==> config.mk <==
export PLATFORM = sky130hd
export DESIGN_NAME = sit_prep
export DESIGN_NICKNAME = d
export VERILOG_FILES = /design/src/hw/rtl/sit_pkg.sv /design/src/hw/rtl/sit_prep.sv
export SDC_FILE = /design/constraint.sdc
export NUM_CORES = 1
export LEC_CHECK = 0
export BUFFER_PORTS_ARGS = -buffer_cell sky130_fd_sc_hd__buf_4
export CAP_MARGIN = 20
export CORE_ASPECT_RATIO = 1.5
export CORE_MARGIN = 2
export CORE_UTILIZATION = 40
export DETAILED_ROUTE_END_ITERATION = 8
export GPL_ROUTABILITY_DRIVEN = 0
export GPL_TIMING_DRIVEN = 0
export HOLD_SLACK_MARGIN = 0.06
export PLACE_DENSITY = 0.72
export RECOVER_POWER = 100
export SYNTH_ARGS = -nofsm -noshare
export SYNTH_HDL_FRONTEND = slang
export SYNTH_SLANG_ARGS = --single-unit
==> constraint.sdc <==
create_clock -name clk_i -period 3.05 [get_ports clk_i]
set_input_delay 0.305 -clock clk_i [delete_from_list [all_inputs] [get_ports clk_i]]
set_output_delay 0.305 -clock clk_i [all_outputs]
set_load 0.01 [all_outputs]
==> src/hw/rtl/sit_pkg.sv <==
package sit_pkg;

  // Orientation of an ordered point triplet
  typedef enum logic [1:0] {
    TURN_COL = 2'd0,
    TURN_POS = 2'd1,
    TURN_NEG = 2'd2
  } turn_e;

  // Load strobes for the two stages of an orientation lane
  typedef struct packed {
    logic load_prod;
    logic load_turn;
  } lane_ctl_t;

  localparam int unsigned NumLanes = 4;
  localparam int unsigned NumCoords = 8;

endpackage

==> src/hw/rtl/sit_prep.sv <==
module sit_prep #(
  parameter int unsigned W = 16
) (
  input  logic                 clk_i,
  input  logic                 load_in_i,
  input  logic                 load_diff_i,
  input  logic [8*W-1:0]       tdata_i,
  output logic signed [W:0]    a_o [sit_pkg::NumLanes],
  output logic signed [W:0]    b_o [sit_pkg::NumLanes],
  output logic signed [W:0]    c_o [sit_pkg::NumLanes],
  output logic signed [W:0]    d_o [sit_pkg::NumLanes],
  output logic [sit_pkg::NumLanes-1:0] box_o
);

  localparam int unsigned DW = W + 1;

  logic signed [W-1:0] crd_q [sit_pkg::NumCoords];
  logic signed [W:0]   a_q [sit_pkg::NumLanes];
  logic signed [W:0]   b_q [sit_pkg::NumLanes];
  logic signed [W:0]   c_q [sit_pkg::NumLanes];
  logic signed [W:0]   d_q [sit_pkg::NumLanes];
  logic [sit_pkg::NumLanes-1:0] box_q;

  // Point aliases: first start/end, second start/end
  logic signed [W-1:0] s1x, s1y, e1x, e1y, s2x, s2y, e2x, e2y;
  assign s1x = crd_q[0];
  assign s1y = crd_q[1];
  assign e1x = crd_q[2];
  assign e1y = crd_q[3];
  assign s2x = crd_q[4];
  assign s2y = crd_q[5];
  assign e2x = crd_q[6];
  assign e2y = crd_q[7];

  // Inclusive range test on one axis, endpoints in either order
  function automatic logic in_span(logic signed [W-1:0] m, logic signed [W-1:0] p,
                                   logic signed [W-1:0] q);
    in_span = (m >= p && m <= q) || (m >= q && m <= p);
  endfunction

  // Input register
  always_ff @(posedge clk_i) begin
    if (load_in_i) begin
      for (int i = 0; i < sit_pkg::NumCoords; i++) begin
        crd_q[i] <= tdata_i[i*W +: W];
      end
    end
  end

  // Endpoint differences and bounding box tests
  always_ff @(posedge clk_i) begin
    if (load_diff_i) begin
      // lanes 0/1: base segment first, third point second start / end
      a_q[0] <= DW'(e1y) - DW'(s1y);
      c_q[0] <= DW'(e1x) - DW'(s1x);
      b_q[0] <= DW'(s2x) - DW'(e1x);
      d_q[0] <= DW'(s2y) - DW'(e1y);
      a_q[1] <= DW'(e1y) - DW'(s1y);
      c_q[1] <= DW'(e1x) - DW'(s1x);
      b_q[1] <= DW'(e2x) - DW'(e1x);
      d_q[1] <= DW'(e2y) - DW'(e1y);
      // lanes 2/3: base segment second, third point first start / end
      a_q[2] <= DW'(e2y) - DW'(s2y);
      c_q[2] <= DW'(e2x) - DW'(s2x);
      b_q[2] <= DW'(s1x) - DW'(e2x);
      d_q[2] <= DW'(s1y) - DW'(e2y);
      a_q[3] <= DW'(e2y) - DW'(s2y);
      c_q[3] <= DW'(e2x) - DW'(s2x);
      b_q[3] <= DW'(e1x) - DW'(e2x);
      d_q[3] <= DW'(e1y) - DW'(e2y);
      box_q[0] <= in_span(s2x, s1x, e1x) && in_span(s2y, s1y, e1y);
      box_q[1] <= in_span(e2x, s1x, e1x) && in_span(e2y, s1y, e1y);
      box_q[2] <= in_span(s1x, s2x, e2x) && in_span(s1y, s2y, e2y);
      box_q[3] <= in_span(e1x, s2x, e2x) && in_span(e1y, s2y, e2y);
    end
  end

  assign a_o   = a_q;
  assign b_o   = b_q;
  assign c_o   = c_q;
  assign d_o   = d_q;
  assign box_o = box_q;

endmodule

==> metrics.md <==
| Metric | Value |
|---|---|
| Status | `finished with violations` |
| Violated checks | `capacitance limit, slew limit` |
| Crit-path max cell delay | `0.42 ns` |
| Routed vias | `16900` |
| Final setup viols | `0` |
| Die Ht | `283 um` |
| Synth warn | `0` |
| Hold Crit Class | `primary input to flop` |
| Clock Latency Late Sink | `0.56 ns` |
| Drt first-iter violations | `923` |
| Total GRT Usage | `24.7%` |
| Setup Slack @ Placement | `-0.732 ns` |
| Total global routing overflow | `0` |
| Min Tclk post-route | `3.03 ns` |
| Die width | `190 um` |
| Cell accounting for the most synthesized area | `edfxtp_1` |
| Ranking of synthesized cells by area | `edfxtp_1, ha_1, xnor2_1, inv_1, a21oi_1` |
| Antenna-violating nets left | `0` |
| Post-DP HPWL | `51.9 mm` |
| TritonRoute pass-1 iters | `7` |
| H-tree lvl count | `2` |
| Final Skew | `~0.032 ns` |
| P_leak | `11.4 nW` |
| Num rows | `102` |
| Seq pwr share | `between 40 and 50%` |
| Internal power | `roughly 0.011 W` |
| Post-synth EDFFs | `334` |
| Clock transition at path regs | `0.06 ns` |
| Synthesized area | `20800 um2` |
| Slowest CP cell | `edfxtp_1` |
| Final #Nets | `2831` |
| Starting density of the core | `40.4%` |
| Netlist cell types | `64` |
| Setup WS post-layout | `0.0236 ns` |
| Post-route cell area | `approximately 27000 um2` |
| Clock power frac | `a little over a quarter` |
| Synthesized Nets | `approximately 2200` |
| Post-synth ARST share | `0%` |
| Max_cap viols | `1` |
| Post-synth top area share | `48.2%` |
| Sequential fraction of the synthesis area | `48.2%` |
| Area grow syn2layout | `28.1%` |
| Worst vdd ir | `468 uV` |
| CP Capture Type | `flop` |
| RSZ-0062 raised after global routing | `true` |
| Slew headroom | `-73.5%` |
| Inserted Clock Buffers | `36` |
| Ys flop type | `edfxtp_1` |
| Pwr dens | `597 nW/um2` |
| Sw frac | `33.8%` |
| CTS Sinks | `334` |
| Final Core Density | `51.7%` |
| Core ar. | `around 52000 um2` |
| CP Class | `flop to flop` |
| Commonest non-fill, non-tap cell in the layout | `edfxtp_1` |
| Fmax | `about 0.33 GHz` |
| Placed Area | `24800 um2` |
| Global-route wire length before repair | `approximately 100 mm` |
| Sw power | `between 0.005 and 0.006 W` |
| Combinational share of power | `33.3%` |
| Period utilisation layout | `99.2%` |
| Critical path required time | `3.31 ns` |
| Most used cells in the layout excluding fill and tap cells | `edfxtp_1, clkbuf_1, ha_1, inv_1, clkbuf_4` |
| CP max FO | `9` |
| Drt drc | `0` |
| Avg Cell Area, Syn | `around 11 um2` |
| N_diodes | `0` |
| Initial antenna violation count | `0` |
| Root buffer cell | `clkbuf_16` |
| Worst-margin pin slew | `approximately 2.6 ns` |
| Longest Clk Path Bufs | `3` |
| Vias per inst | `approximately 5.4` |
| IO buf count | `406` |
| Critical-path cell list | `inv_1, ha_1, buf_2, and3_4, and2_1, o21ai_0, nor3_2, buf_4, nor4_1, a211oi_2, xor2_1, a32oi_1` |
| WL per Instance | `21.5 um` |
| Mapped Cells | `~1900` |
| Worst EP arrival | `3.29 ns` |
| Max-slew violation count | `100` |
| Dpl cells | `2946` |
| Final hold vios | `0` |
| Vias in the first global route | `17600` |
| Full die area | `53900 um2` |
| Share of layout cells above drive strength 1 | `15.8%` |
| Largest net degree at the start of global routing | `~100` |
| Setup crit start kind | `flop` |
| CTS tree | `built` |
| Finished Layout Cells | `around 3200` |
| Final wirelength | `between 60 and 70 mm` |
| Yosys reg bits | `334` |
| IO Pins | `just over 400` |
Yosys cell counts (24+ instances only):
| library cell | number |
|---|---|
| nor2_1 | 105 |
| a21o_1 | 70 |
| nand3_1 | 31 |
| ha_1 | 232 |
| nand2b_1 | 24 |
| xnor2_1 | 107 |
| nor3_1 | 26 |
| a21oi_1 | 125 |
| nor2b_1 | 36 |
| o21a_1 | 30 |
| o21ai_0 | 68 |
| buf_4 | 70 |
| nand2_1 | 76 |
| xor2_1 | 44 |
| clkbuf_1 | 29 |
| inv_1 | 190 |
| o21bai_1 | 26 |
| edfxtp_1 | 334 |
per-layer routing:
metal	wire [um]	global-route usage [%]
met1	22800	24.3
met2	37000	48.3
met3	3470	3.33
met4	4610	14.4
met5	0	0
worst max-delay path, delay by kind of cell (launching register included):
kind	cells	cell delay, ns
compound gates	3	0.66
buf+inv	3	0.48
flops	1	0.42
xor+xnor	1	0.25
fa+ha+maj	1	0.28
simple gates	4	0.64
final cells by class:
type                            count  area, um2
Fill cell                        4610      24900
Sequential cell                   334      10000
Multi-Input combinational cell   1235       9610
Timing Repair Buffer              562       3750
Clock buffer                       39        933
Tap cell                          676        846
Inverter                          191        717
Buffer                             96        633
Clock inverter                     21        143
power groups by stage:
stage | logic, W | registers [W] | clock network [W]
floorplan | 0.00285 | 0.00661 | 0
global placement | 0.00522 | 0.00654 | 0
detailed placement | 0.00536 | 0.00653 | 0
CTS | 0.00560 | 0.00645 | 0.00426
global route | 0.00573 | 0.00650 | 0.00441
finish | 0.00529 | 0.00644 | 0.00417
what timing repair did:
action                                  4_1_cts  5_1_grt
buffers inserted                              8       17
pin swaps                                     5       11
hold buffers                                128        0
cloned                                        0        0
endpoints found under the setup margin       28       35
resized for setup                            25       38
hold endpoints to repair                    128        0
stage by stage:
step	hold slack [ns]	setup TNS (ns)	total power (W)
finish	0.145	0	0.0159
global route	0.134	-0.356	0.0166
CTS	0.133	0	0.0163
floorplan	0.404	0	0.00946
global placement	0.485	-3.18	0.0118
detailed placement	0.484	-4.46	0.0119
kinds of logic (layout without fill, tap and decap cells):
group / count (synthesis) / count (layout) / share of synthesized area (%)
xor+xnor: 151 / 151 / 6.36
mux: 8 / 8 / 0.397
simple gates: 382 / 382 / 9.15
fa+ha+maj: 244 / 244 / 15.1
flops: 334 / 334 / 48.2
buf+inv: 292 / 909 / 6.54
compound gates: 450 / 450 / 14.3
flip-flops by register name, indices dropped and copies added (netlist names):
register  flops
box_o         4
a_o          34
c_o          34
d_o          67
b_o          67
crd_q       128
final timing paths:
path / slack [ns] / cells after the start / endpoint / start
worst min register to register: 0.71 / 2 / c_o[51] / crd_q[0][0]
worst min-delay path: 0.14 / 1 / c_o[19] / load_diff_i
worst max-delay path: 0.02 / 12 / box_o[3] / crd_q[0][56]
worst max register to register: 0.02 / 12 / box_o[3] / crd_q[0][56]
(Power assumes the default switching activity.)
